[src/sliding_window_median_filter_assert.svh]
// ----------------------------------------------------------------------------
// Assertion macros for the sliding window median filter
// Shared wrappers that clock every check on clk and report through $error.
// ----------------------------------------------------------------------------
`ifndef SLIDING_WINDOW_MEDIAN_FILTER_ASSERT_SVH
`define SLIDING_WINDOW_MEDIAN_FILTER_ASSERT_SVH

// Check that is switched off while reset is held.
`define SWMF_ASSERT(name, prop, msg) \
  name: assert property (@(posedge clk) disable iff (rst) prop) else $error(msg);

// Check that also runs during reset.
`define SWMF_ASSERT_ALWAYS(name, prop, msg) \
  name: assert property (@(posedge clk) prop) else $error(msg);

`endif

[src/swmf_pkg.sv]
// ----------------------------------------------------------------------------
// Median filter package
// Sizes, register indexes and the link types between neighboring cells.
// ----------------------------------------------------------------------------
package swmf_pkg;

  // Largest window and sample width.
  localparam int MAX_WINDOW  = 16;
  localparam int SAMPLE_BITS = 16;

  // Derived widths: cell index / age, and a count that can hold MAX_WINDOW.
  localparam int AGE_BITS = $clog2(MAX_WINDOW);
  localparam int CNT_BITS = $clog2(MAX_WINDOW + 1);

  // Width of the window length register and of the configuration data.
  localparam int WL_BITS  = 5;
  localparam int CFG_BITS = 5;

  // Configuration register indexes.
  typedef enum logic [0:0] {
    REG_FILTER_ENABLE = 1'b0,
    REG_WINDOW_LENGTH = 1'b1
  } swmf_reg_t;

  typedef logic signed [SAMPLE_BITS-1:0] sample_t;
  typedef logic [AGE_BITS-1:0]           age_t;

  // Common control broadcast to every cell.
  typedef struct packed {
    logic    load;    // a filtered transaction updates the chain
    logic    evict;   // the oldest sample leaves the chain
    age_t    oldest;  // age of the oldest held sample
    sample_t sample;  // new sample to insert
  } swmf_ctl_t;

  // Data handed from a cell to its right-hand neighbor.
  typedef struct packed {
    logic    shift;   // a sample at or left of this cell is evicted
    logic    gt;      // this cell's compacted value lies above the new sample
    sample_t value;   // compacted value
    age_t    age;     // compacted age
  } swmf_link_t;

  // Data handed from a cell to its left-hand neighbor.
  typedef struct packed {
    sample_t value;
    age_t    age;
  } swmf_tap_t;

endpackage

[src/sliding_window_median_filter.sv]
// ----------------------------------------------------------------------------
// Sliding window median filter
// Running median over the most recent samples, held in a sorted cell chain.
// ----------------------------------------------------------------------------
// One sample in, one filtered sample out. The samples are kept sorted in a
// chain of cells; each accepted sample evicts the oldest one (once the window
// is full) and is inserted in place, so the block takes one transaction per
// clock while the input is not stalled. The chain and the select stage are
// registered together, then the median select feeds the output register.
// Back-pressure on the output stalls the input only when both the select
// stage and the output register are full. While filling, the element at
// index count/2 of the sorted samples is returned (upper median for even
// counts). Bypass (enable clear or window length 0 or 1) returns the input
// unchanged and leaves the held samples alone. Window lengths above 16 act as
// 16. The user writes configuration only while idle; the block does not check.
// ----------------------------------------------------------------------------
`include "sliding_window_median_filter_assert.svh"

module sliding_window_median_filter (
  input  logic                           clk,
  input  logic                           rst,
  // Configuration write channel
  input  logic                           cfg_valid,
  output logic                           cfg_ready,
  input  logic [0:0]                     cfg_index,
  input  logic [swmf_pkg::CFG_BITS-1:0]  cfg_data,
  // Input stream
  input  logic                           s_axis_tvalid,
  output logic                           s_axis_tready,
  input  logic signed [swmf_pkg::SAMPLE_BITS-1:0] s_axis_tdata, // [15:0] sample_in
  // Output stream
  output logic                           m_axis_tvalid,
  input  logic                           m_axis_tready,
  output logic signed [swmf_pkg::SAMPLE_BITS-1:0] m_axis_tdata  // [15:0] sample_out
);

  localparam int N = swmf_pkg::MAX_WINDOW;

  // Configuration registers
  logic                          filter_enable;
  logic [swmf_pkg::WL_BITS-1:0]  window_length;

  // Chain bookkeeping
  logic [swmf_pkg::CNT_BITS-1:0] fill_count;
  logic [swmf_pkg::CNT_BITS-1:0] fill_count_next;
  logic [swmf_pkg::CNT_BITS-1:0] count_post;
  logic [swmf_pkg::CNT_BITS-1:0] win;
  logic                          bypass;
  logic                          evict;
  logic                          in_fire;
  swmf_pkg::swmf_ctl_t           ctl;

  // Select stage
  logic                          mid_valid;
  logic                          mid_bypass;
  swmf_pkg::sample_t             mid_sample;
  swmf_pkg::age_t                mid_idx;
  logic                          mid_move;

  // Cell links
  swmf_pkg::swmf_link_t          link [N+1];
  swmf_pkg::swmf_tap_t           tap  [N+1];
  swmf_pkg::sample_t             cell_value [N];

  // Configuration writes are always taken.
  assign cfg_ready = 1'b1;

  always_ff @(posedge clk) begin
    if (rst) begin
      filter_enable <= 1'b1;
      window_length <= swmf_pkg::WL_BITS'(5);
    end else if (cfg_valid) begin
      case (swmf_pkg::swmf_reg_t'(cfg_index))
        swmf_pkg::REG_FILTER_ENABLE: filter_enable <= cfg_data[0];
        swmf_pkg::REG_WINDOW_LENGTH: window_length <= cfg_data[swmf_pkg::WL_BITS-1:0];
        default: ;
      endcase
    end
  end

  // Handshake: input stalls only when the select stage cannot drain.
  assign mid_move      = mid_valid && (!m_axis_tvalid || m_axis_tready);
  assign s_axis_tready = !mid_valid || !m_axis_tvalid || m_axis_tready;
  assign in_fire       = s_axis_tvalid && s_axis_tready;

  // Window decode and fill count update.
  always_comb begin
    if (32'(window_length) > 32'(N)) begin
      win = swmf_pkg::CNT_BITS'(N);
    end else begin
      win = swmf_pkg::CNT_BITS'(window_length);
    end
    bypass = !filter_enable || (win <= swmf_pkg::CNT_BITS'(1));
    evict  = (fill_count >= win);
    if (evict) begin
      count_post      = fill_count - swmf_pkg::CNT_BITS'(1);
      fill_count_next = fill_count;
    end else begin
      count_post      = fill_count;
      fill_count_next = fill_count + swmf_pkg::CNT_BITS'(1);
    end
    ctl.load   = in_fire && !bypass;
    ctl.evict  = evict;
    ctl.oldest = swmf_pkg::AGE_BITS'(fill_count - swmf_pkg::CNT_BITS'(1));
    ctl.sample = s_axis_tdata;
  end

  always_ff @(posedge clk) begin
    if (rst) begin
      fill_count <= '0;
    end else if (ctl.load) begin
      fill_count <= fill_count_next;
    end
  end

  // Chain ends: nothing enters from the left, the last cell sees itself.
  assign link[0] = '{shift: 1'b0, gt: 1'b0, value: '0, age: '0};
  assign tap[N]  = tap[N-1];

  for (genvar i = 0; i < N; i++) begin : g_cell
    logic live;
    logic live_post;
    assign live      = (swmf_pkg::CNT_BITS'(i) < fill_count);
    assign live_post = (swmf_pkg::CNT_BITS'(i) < count_post);
    swmf_cell u_cell (
      .clk       (clk),
      .ctl       (ctl),
      .live      (live),
      .live_post (live_post),
      .left_in   (link[i]),
      .right_in  (tap[i+1]),
      .right_out (link[i+1]),
      .left_out  (tap[i]),
      .value     (cell_value[i])
    );
  end

  // Select stage: remembers which cell holds the median.
  always_ff @(posedge clk) begin
    if (rst) begin
      mid_valid <= 1'b0;
    end else if (in_fire) begin
      mid_valid <= 1'b1;
    end else if (mid_move) begin
      mid_valid <= 1'b0;
    end
  end

  always_ff @(posedge clk) begin
    if (in_fire) begin
      mid_bypass <= bypass;
      mid_sample <= s_axis_tdata;
      mid_idx    <= swmf_pkg::AGE_BITS'(fill_count_next >> 1);
    end
  end

  // Output register.
  always_ff @(posedge clk) begin
    if (rst) begin
      m_axis_tvalid <= 1'b0;
    end else if (mid_move) begin
      m_axis_tvalid <= 1'b1;
    end else if (m_axis_tready) begin
      m_axis_tvalid <= 1'b0;
    end
  end

  always_ff @(posedge clk) begin
    if (mid_move) begin
      m_axis_tdata <= mid_bypass ? mid_sample : cell_value[mid_idx];
    end
  end

  // Checks
  `SWMF_ASSERT(a_count_bound, fill_count <= swmf_pkg::CNT_BITS'(N), "fill count above window maximum")
  `SWMF_ASSERT(a_fill_grows, (ctl.load && !evict) |=> (fill_count == $past(fill_count) + swmf_pkg::CNT_BITS'(1)), "fill count did not grow while filling")
  `SWMF_ASSERT(a_bypass_keeps, (in_fire && bypass) |=> $stable(fill_count), "bypass transaction changed the held samples")
  `SWMF_ASSERT(a_median_held, (mid_valid && !mid_bypass) |-> (swmf_pkg::CNT_BITS'(mid_idx) < fill_count), "median index outside held samples")
  `SWMF_ASSERT_ALWAYS(a_reset_idle, rst |=> (!m_axis_tvalid && !mid_valid), "output pending after reset")

endmodule

[src/swmf_cell.sv]
// ----------------------------------------------------------------------------
// Sorted chain cell
// Holds one sample and its age. Cells keep ascending order from left to
// right; a transaction inserts the new sample, evicting the oldest when full.
// ----------------------------------------------------------------------------
module swmf_cell (
  input  logic                clk,
  input  swmf_pkg::swmf_ctl_t ctl,
  input  logic                live,       // cell holds a sample now
  input  logic                live_post,  // cell holds a sample after eviction
  input  swmf_pkg::swmf_link_t left_in,
  input  swmf_pkg::swmf_tap_t  right_in,
  output swmf_pkg::swmf_link_t right_out,
  output swmf_pkg::swmf_tap_t  left_out,
  output swmf_pkg::sample_t    value
);

  swmf_pkg::age_t    age;
  swmf_pkg::sample_t value_next;
  swmf_pkg::age_t    age_next;
  logic              hit;
  logic              shift;
  swmf_pkg::sample_t cval;
  swmf_pkg::age_t    cage;
  logic              gt;

  // Eviction: this cell or one to its left drops out, so take the right value.
  always_comb begin
    hit   = ctl.evict && live && (age == ctl.oldest);
    shift = left_in.shift || hit;
    cval  = shift ? right_in.value : value;
    cage  = shift ? right_in.age : age;
    gt    = !live_post || (cval > ctl.sample);
  end

  // Insertion: cells above the new sample move one place to the right.
  always_comb begin
    if (gt) begin
      if (left_in.gt) begin
        value_next = left_in.value;
        age_next   = left_in.age + swmf_pkg::age_t'(1);
      end else begin
        value_next = ctl.sample;
        age_next   = '0;
      end
    end else begin
      value_next = cval;
      age_next   = cage + swmf_pkg::age_t'(1);
    end
  end

  always_ff @(posedge clk) begin
    if (ctl.load) begin
      value <= value_next;
      age   <= age_next;
    end
  end

  assign right_out = '{shift: shift, gt: gt, value: cval, age: cage};
  assign left_out  = '{value: value, age: age};

endmodule
[config.mk]
export PLATFORM = sky130hd
export DESIGN_NAME = sliding_window_median_filter
export DESIGN_NICKNAME = d
export VERILOG_FILES = /design/src/swmf_pkg.sv /design/src/sliding_window_median_filter.sv /design/src/swmf_cell.sv
export VERILOG_INCLUDE_DIRS = /design/src /design/src/src
export SDC_FILE = /design/constraint.sdc
export NUM_CORES = 1
export LEC_CHECK = 0
export BUFFER_PORTS_ARGS = -buffer_cell sky130_fd_sc_hd__buf_2
export CORE_MARGIN = 4
export CORE_UTILIZATION = 45
export CTS_CLUSTER_DIAMETER = 200
export CTS_CLUSTER_SIZE = 16
export DETAILED_ROUTE_END_ITERATION = 6
export PLACE_DENSITY = 0.61
export SYNTH_ARGS = -nofsm -noshare
export SYNTH_HDL_FRONTEND = slang
export SYNTH_SLANG_ARGS = --single-unit
[constraint.sdc]
create_clock -name clk -period 21.9 [get_ports clk]
set_input_delay 4.38 -clock clk [delete_from_list [all_inputs] [get_ports clk]]
set_output_delay 4.38 -clock clk [all_outputs]
set_load 0.05 [all_outputs]
==> results of run 1 <==
[worst reg2reg max path, cell delays in order, from the launching register on]
cell	delay (ns)
dfxtp_1	0.78
inv_1	0.31
ha_1	0.53
xnor2_2	0.22
buf_4	0.31
xor2_1	0.18
nand3_1	0.11
a2111oi_2	0.90
nor4_2	0.05
buf_4	0.28
nand2_1	1.02
mux2_2	0.48
ha_1	0.30
nor2b_1	0.12
nor3_1	0.05
o21ai_0	0.25
a31o_2	0.20
a221oi_1	0.08
o21ai_0	0.28
or2_2	0.62
nand2_1	0.66
o221a_2	0.50
[metrics by stage]
step	cell area (sq um)	power [uW]	utilization, %	instances	worst slack (ns)
floorplan	30600	1850	-	2946	1.74
global placement	31700	2090	47.2	3730	12.44
detailed placement	31700	2140	47.2	3730	12.42
CTS	32500	2630	48.3	3769	12.41
global route	32500	2790	48.3	3769	12.36
finish	32500	2630	48.3	3769	12.42
[power by group through the flow]
stage | clock (uW) | sequential, uW | combinational, uW
CTS | 509 | 1070 | 1060
finish | 496 | 1070 | 1070
global placement | 0 | 1070 | 1020
detailed placement | 0 | 1080 | 1060
floorplan | 0 | 1070 | 786
global route | 533 | 1080 | 1180
[worst paths after layout]
path | start | endpoint | depth (start not counted)
worst max-delay path | m_axis_tready | s_axis_tready | 4
worst min-delay path | window_length[0] | window_length[0] | 1
worst max register to register | fill_count[1] | g_cell[12].u_cell.value[8] | 21
worst min register to register | window_length[0] | window_length[0] | 1
[state kept, by name (all words and copies together) (netlist names)]
register,cells
fill_count,5
filter_enable,1
g_cell.u_cell.age,64
g_cell.u_cell.value,256
m_axis_tdata,16
m_axis_tvalid,1
mid_bypass,1
mid_idx,4
mid_sample,16
mid_valid,1
window_length,5
[cell usage after synthesis (all sizes together) (4+ instances only)]
cell     number  area [sq um]
a211oi       16           125
a21o         35           263
nand2b       34           213
nand2       172           646
ha          280          3500
o221ai        4          35.0
clkbuf      128           480
edfxtp      357         10700
o21bai        4          30.0
xnor3        12           270
a31oi         9          56.3
or3           9          56.3
o211ai        9          67.6
nor2b        41           257
a211o        18           158
nor4         12          90.1
nor2        254           953
buf          65           320
and3          5          31.3
mux2i       214          2140
a32oi         5          43.8
o31ai         7          52.6
o2111ai       6          52.6
and2          8          50.1
or2           7          43.8
nand3        58           290
dfxtp        13           260
o22ai        71           444
nand4        51           319
o21ai       226          1130
and4          8          70.1
o221a        15           169
mux2        222          2500
a22o          7          61.3
a21oi       194           971
xnor2        35           314
o21a         17           128
nor3         25           136
xor2         50           438
a2111oi       7          67.6
inv         111           417
mux4         80          1800
[final cells by class]
| class | count | area (sq um) |
|---|---|---|
| Timing Repair Buffer | 104 | 683 |
| Fill cell | 6214 | 34800 |
| Multi-Input combinational cell | 2272 | 18600 |
| Inverter | 111 | 417 |
| Sequential cell | 370 | 11000 |
| Tap cell | 873 | 1090 |
| Clock buffer | 37 | 713 |
| Clock inverter | 2 | 25.0 |
[per-layer routing]
metal	vias to the layer above	part of all wire, %	GRT usage, %	wire length (um)
met5	-	0.045	0	40
met4	6	3.2	7.08	2840
met3	152	6.2	2.64	5520
met2	733	47	40.3	41100
met1	11343	44	33.0	38800
li1	11041	-	-	-
[kinds of logic (layout without fill, tap and decap cells)]
group                    Yosys count  count (layout)
other                              1               1
XOR/XNOR                         100             100
AO/OA/AOI/OAI                    677             677
multiplexers                     516             516
buffers and inverters            304             254
adder cells (fa/ha/maj)          280             280
flip-flops                       370             370
AND/OR/NAND/NOR                  698             698
==> metrics.cfg, run 1 <==
[status]
outcome=complete, no violations

[global_route]
grt_max_degree=168
antenna_found_initial=6
grt.total_usage_pct=24.0
first_global_vias=23234
grt_pass1_wl_um=136000
grt-ovfl-total=0

[clocking]
cts_tree=done
post_cts_buffers=0
postCtsHoldBufs=0
insertion_delay_ns=0.60
cts_buffer_depth=3
htreeDepth=1
cts_root_buf=clkbuf_16
path_clk_slew_ns=0.08
ctsResizeCount=0
clock-sinks=370
cts_made_buffers=27

[die]
die-area_sq_um=72300
die_w_um=269
rows=95
core-area_sq_um=67300
fp.dieH_um=269
ios=46
start_util_pct=45.5

[finish]
synthToLayoutAreaGrowth_pct=6.01
drive_gt1_share_pct=16.8
final_cell_mix=357 x edfxtp_1, 280 x ha_1, 249 x nor2_1, 222 x mux2_2, 214 x mux2i_1
final_nets=3193
final_common_cell=edfxtp_1
insertedDiodeCount=0

[worst_setup_path]
worst-path-buf-inv=2
worstSetupPathType=in2out
cp_max_fo=4
cpLargestDelayFamily=simple AND/OR/NAND/NOR gates
crit_chain=buf_2, nor2b_1, nand2_1, buf_2
crit_slowest_cell=nor2b_1
crit_top_cell=buf_2
required_ns=17.52
cp-start-kind=input port
max_stage_delay_ns=0.28
r2r_slack_ns=13.44
crit_path_end_kind=output pin
cp.arrival_ns=5.10

[synthesis]
synth_compound_area_share_pct=13.4
synth.distinct_cells=78
synthXorXnorAreaFrac_pct=3.57
synth_adder_area_share_pct=11.4
synthFlopType=edfxtp_1
synthSimpleGateAreaFrac_pct=10.7
synth_top_family_by_area=multiplexers
syn_nets=3253
ys_ff_latch=370
yosysWarnings=0
avgSynthCellArea_sq_um=10.4
ys_async_sr_fraction_pct=0
yosysSeqAreaShare_pct=35.9
synth_mux_area_share_pct=21.0
netlist_instances=2946
synth_edf_count=357
netlist_area_sq_um=30600

[sta]
finalCritPeriodShare_pct=43.3
finalSetupViolCount=0
fmax_ghz=0.105
rsz0062_at_grt=no
finalSetupTns_ns=0
tightest_slew_ns=1.31
period_minus_slack_ns=9.48
finalClockSkew_ns=0.0215
maxSlewViolCount=0
slew_headroom_pct=12.5
finalHoldWorstSlack_ns=0.467
finalHoldViolCount=0

[power_and_ir_drop]
p_int_uw=1650
power_frac_seq_pct=40.6
p_per_area_nw_per_um2=81.0
p_leak_uw=0.0134
combPwrFrac_pct=40.6
ir_worst_vdd_mv=0.0658
netSwitchingPower_uw=975
p_sw_share_pct=37.1
pwr-share-clk_pct=18.9

[worst_hold_path]
min_path_type=reg2reg

[routing]
first_iter_violations=2004
wirelength_um=88400
wire_per_inst_um=23.5
drc_errors=0
vias=23275
ant_nets=0
viasPerCell=6.18
first_pass_iters=7

[place]
port_buffers=44
hpwlAfterDp_um=64100
routabilityCongestion=0.878

[flow_run]
drv_cap=0

(Power assumes the default switching activity.)
==> run 2, diff against run 1 <==
Clock period 21.9 ns to 9.25 ns, I/O delays scaled along.
==> metrics.cfg, run 2 (synthesis gave the netlist of run 1 again) <==
[place]
routabilityCongestion=0.930  ; was 0.878
dpl-instance-area_sq_um=31800  ; was 31700 sq um
hpwlAfterDp_um=67000  ; was 64100 um
port_buffers=44  ; unchanged

[routing]
viasPerCell=6.27  ; was 6.18
drc_errors=0  ; unchanged
first_pass_iters=5  ; was 7
first_iter_violations=2173  ; was 2004
wire_per_inst_um=24.0  ; was 23.5 um
ant_nets=0  ; unchanged
vias=23762  ; was 23275
wirelength_um=90900  ; was 88400 um

[status]
outcome=complete, no violations  ; unchanged

[clocking]
cts_made_buffers=27  ; unchanged
cts_root_buf=clkbuf_16  ; unchanged
cts_buffer_depth=3  ; unchanged
insertion_delay_ns=0.62  ; was 0.60 ns
htreeDepth=1  ; unchanged
postCtsHoldBufs=0  ; unchanged
clock-sinks=370  ; unchanged
cts_tree=done  ; unchanged
path_clk_slew_ns=0.08  ; about the same
post_cts_buffers=0  ; unchanged
ctsResizeCount=0  ; unchanged

[worst_setup_path]
cp.arrival_ns=8.34  ; was 5.10 ns
worstSetupPathType=reg2reg  ; was in2out
rr_startpoint=fill_count[0]  ; was fill_count[1]
crit_path_end_kind=register  ; was output pin
critPathCapture=g_cell[12].u_cell.value[12]  ; was s_axis_tready
crit_chain=buf_4, inv_1, ha_1, xnor2_2, buf_4, xor2_1, a32oi_1, a41oi_1, or4_1, a311oi_4, buf_4, mux2_2, ha_1, a21oi_1, nor2b_1, o21ai_0, nand3_1, o21ai_0, nand3_1, nand2b_1, o221a_2  ; was buf_2, nor2b_1, nand2_1, buf_2
worst-path-buf-inv=4  ; was 2
required_ns=9.62  ; was 17.52 ns
r2r_slack_ns=1.28  ; was 13.44 ns
cp_max_fo=30  ; was 4
regToRegEndpoint=g_cell[12].u_cell.value[12]  ; was g_cell[12].u_cell.value[8]
crit_top_cell=buf_4  ; was buf_2
rr_worst_depth=21  ; unchanged
crit_cells=21  ; was 4
crit_start=fill_count[0]  ; was m_axis_tready
cpLargestDelayFamily=simple AND/OR/NAND/NOR gates  ; unchanged
max_stage_delay_ns=0.90  ; was 0.28 ns
cp-start-kind=register  ; was input port
crit_slowest_cell=a311oi_4  ; was nor2b_1

[sta]
maxSlewViolCount=0  ; unchanged
finalHoldViolCount=0  ; unchanged
slew_headroom_pct=16.1  ; was 12.5%
finalSetupViolCount=0  ; unchanged
tightest_slew_ns=1.25  ; was 1.31 ns
finalClockSkew_ns=0.0320  ; was 0.0215 ns
fmax_ghz=0.125
finalCritPeriodShare_pct=86.2
rsz0062_at_grt=no  ; unchanged
finalSetupTns_ns=0  ; unchanged
period_minus_slack_ns=7.97

[finish]
synthToLayoutAreaGrowth_pct=6.32  ; was 6.01%
multi_input_area_sq_um=18600  ; unchanged
nFillCells=6157  ; was 6214
largest_reg_flops=256  ; unchanged
regMostFlops=g_cell.u_cell.value  ; unchanged
regArea_sq_um=11000  ; unchanged
final_common_cell=edfxtp_1  ; unchanged
top_regs=g_cell.u_cell.value (256), g_cell.u_cell.age (64)  ; unchanged
insertedDiodeCount=0  ; unchanged
drive_gt1_share_pct=17.0  ; was 16.8%
design_area_sq_um=32600  ; was 32500 sq um
final_cell_mix=357 x edfxtp_1, 280 x ha_1, 249 x nor2_1, 222 x mux2_2, 214 x mux2i_1  ; unchanged
final_nets=3200  ; was 3193

[die]
start_util_pct=45.5  ; unchanged
die_w_um=269  ; unchanged
ios=46  ; unchanged
core-area_sq_um=67300  ; unchanged
fp.dieH_um=269  ; unchanged
rows=95  ; unchanged
die-area_sq_um=72300  ; unchanged

[global_route]
first_global_vias=23343  ; was 23234
grt_max_degree=186  ; was 168
grt.total_usage_pct=24.6  ; was 24.0%
grt-ovfl-total=0  ; unchanged
grt_pass1_wl_um=140000  ; was 136000 um
antenna_found_initial=2  ; was 6

[worst_hold_path]
min_path_type=reg2reg  ; unchanged

[power_and_ir_drop]
p_per_area_nw_per_um2=193  ; was 81.0 nW/um^2
p_leak_uw=0.0134  ; about the same
ir_worst_vdd_mv=0.134  ; was 0.0658 mV

[flow_run]
drv_cap=0  ; unchanged

==> run 2: changes by cell type in the layout (fill, tap and decap cells not counted) <==
cell,change
buf_4,+7
clkbuf_1,+11
==> run 2: final cells by class <==
class                           instances  share of cell area [%]
Multi-Input combinational cell       2272                    57.0
Sequential cell                       370                    33.7
Tap cell                              873                    3.35
Clock buffer                           48                    2.32
Timing Repair Buffer                  111                    2.26
Inverter                              111                    1.28
Clock inverter                          2                  0.0769
==> run 2: report_power, final <==
| part | switching (uW) | internal, uW | leakage [uW] |
|---|---|---|---|
| registers | 261 | 2290 | 0.00353 |
| clock network | 652 | 557 | 0.000369 |
| logic | 1450 | 1100 | 0.00953 |
| total | 2360 | 3940 | 0.0134 |
==> run 2: worst register-to-register path, delay by kind of cell (launching register included) <==
kind | cells | cell delay (ns)
AOI/OAI and AO/OA | 7 | 2.26
xor gates and xnor gates | 2 | 0.41
DFF | 1 | 0.31
buffers and inverters | 4 | 1.27
adders and majority gates | 2 | 0.82
muxes | 1 | 0.38
and+or+nand+nor | 5 | 2.28
==> run 2: stage by stage <==
| stage | total power (uW) | hold slack, ns | setup WS, ns | util (%) | instances |
|---|---|---|---|---|---|
| after floorplan | 4350 | 0.427 | 1.01 | - | 2946 |
| after global placement | 4990 | 0.443 | 1.63 | 47.2 | 3737 |
| after detailed placement | 5080 | 0.474 | 1.39 | 47.2 | 3737 |
| after CTS | 6290 | 0.494 | 1.37 | 48.4 | 3787 |
| after global routing | 6670 | 0.509 | 0.827 | 48.4 | 3787 |
| final | 6300 | 0.488 | 1.28 | 48.4 | 3787 |
==> run 2: worst min-delay path by stage <==
stage                                 from               end  slack, ns  cells past startpoint
after detailed placement  window_length[0]  window_length[0]       0.47                      1
final                     window_length[1]  window_length[1]       0.49                      2
after floorplan           window_length[0]  window_length[0]       0.43                      1
after global routing      window_length[0]  window_length[0]       0.51                      1
after global placement    window_length[0]  window_length[0]       0.44                      1
after CTS                 window_length[3]  window_length[3]       0.49                      2
==> run 2: per-layer routing <==
layer  vias to the layer above  GRT usage [%]  wire [um]
met5                         -              0          0
met4                         0           5.76       2260
met3                       129           2.19       5740
met2                       858           39.5      41200
met1                     11705           36.2      41700
li1                      11070              -          -
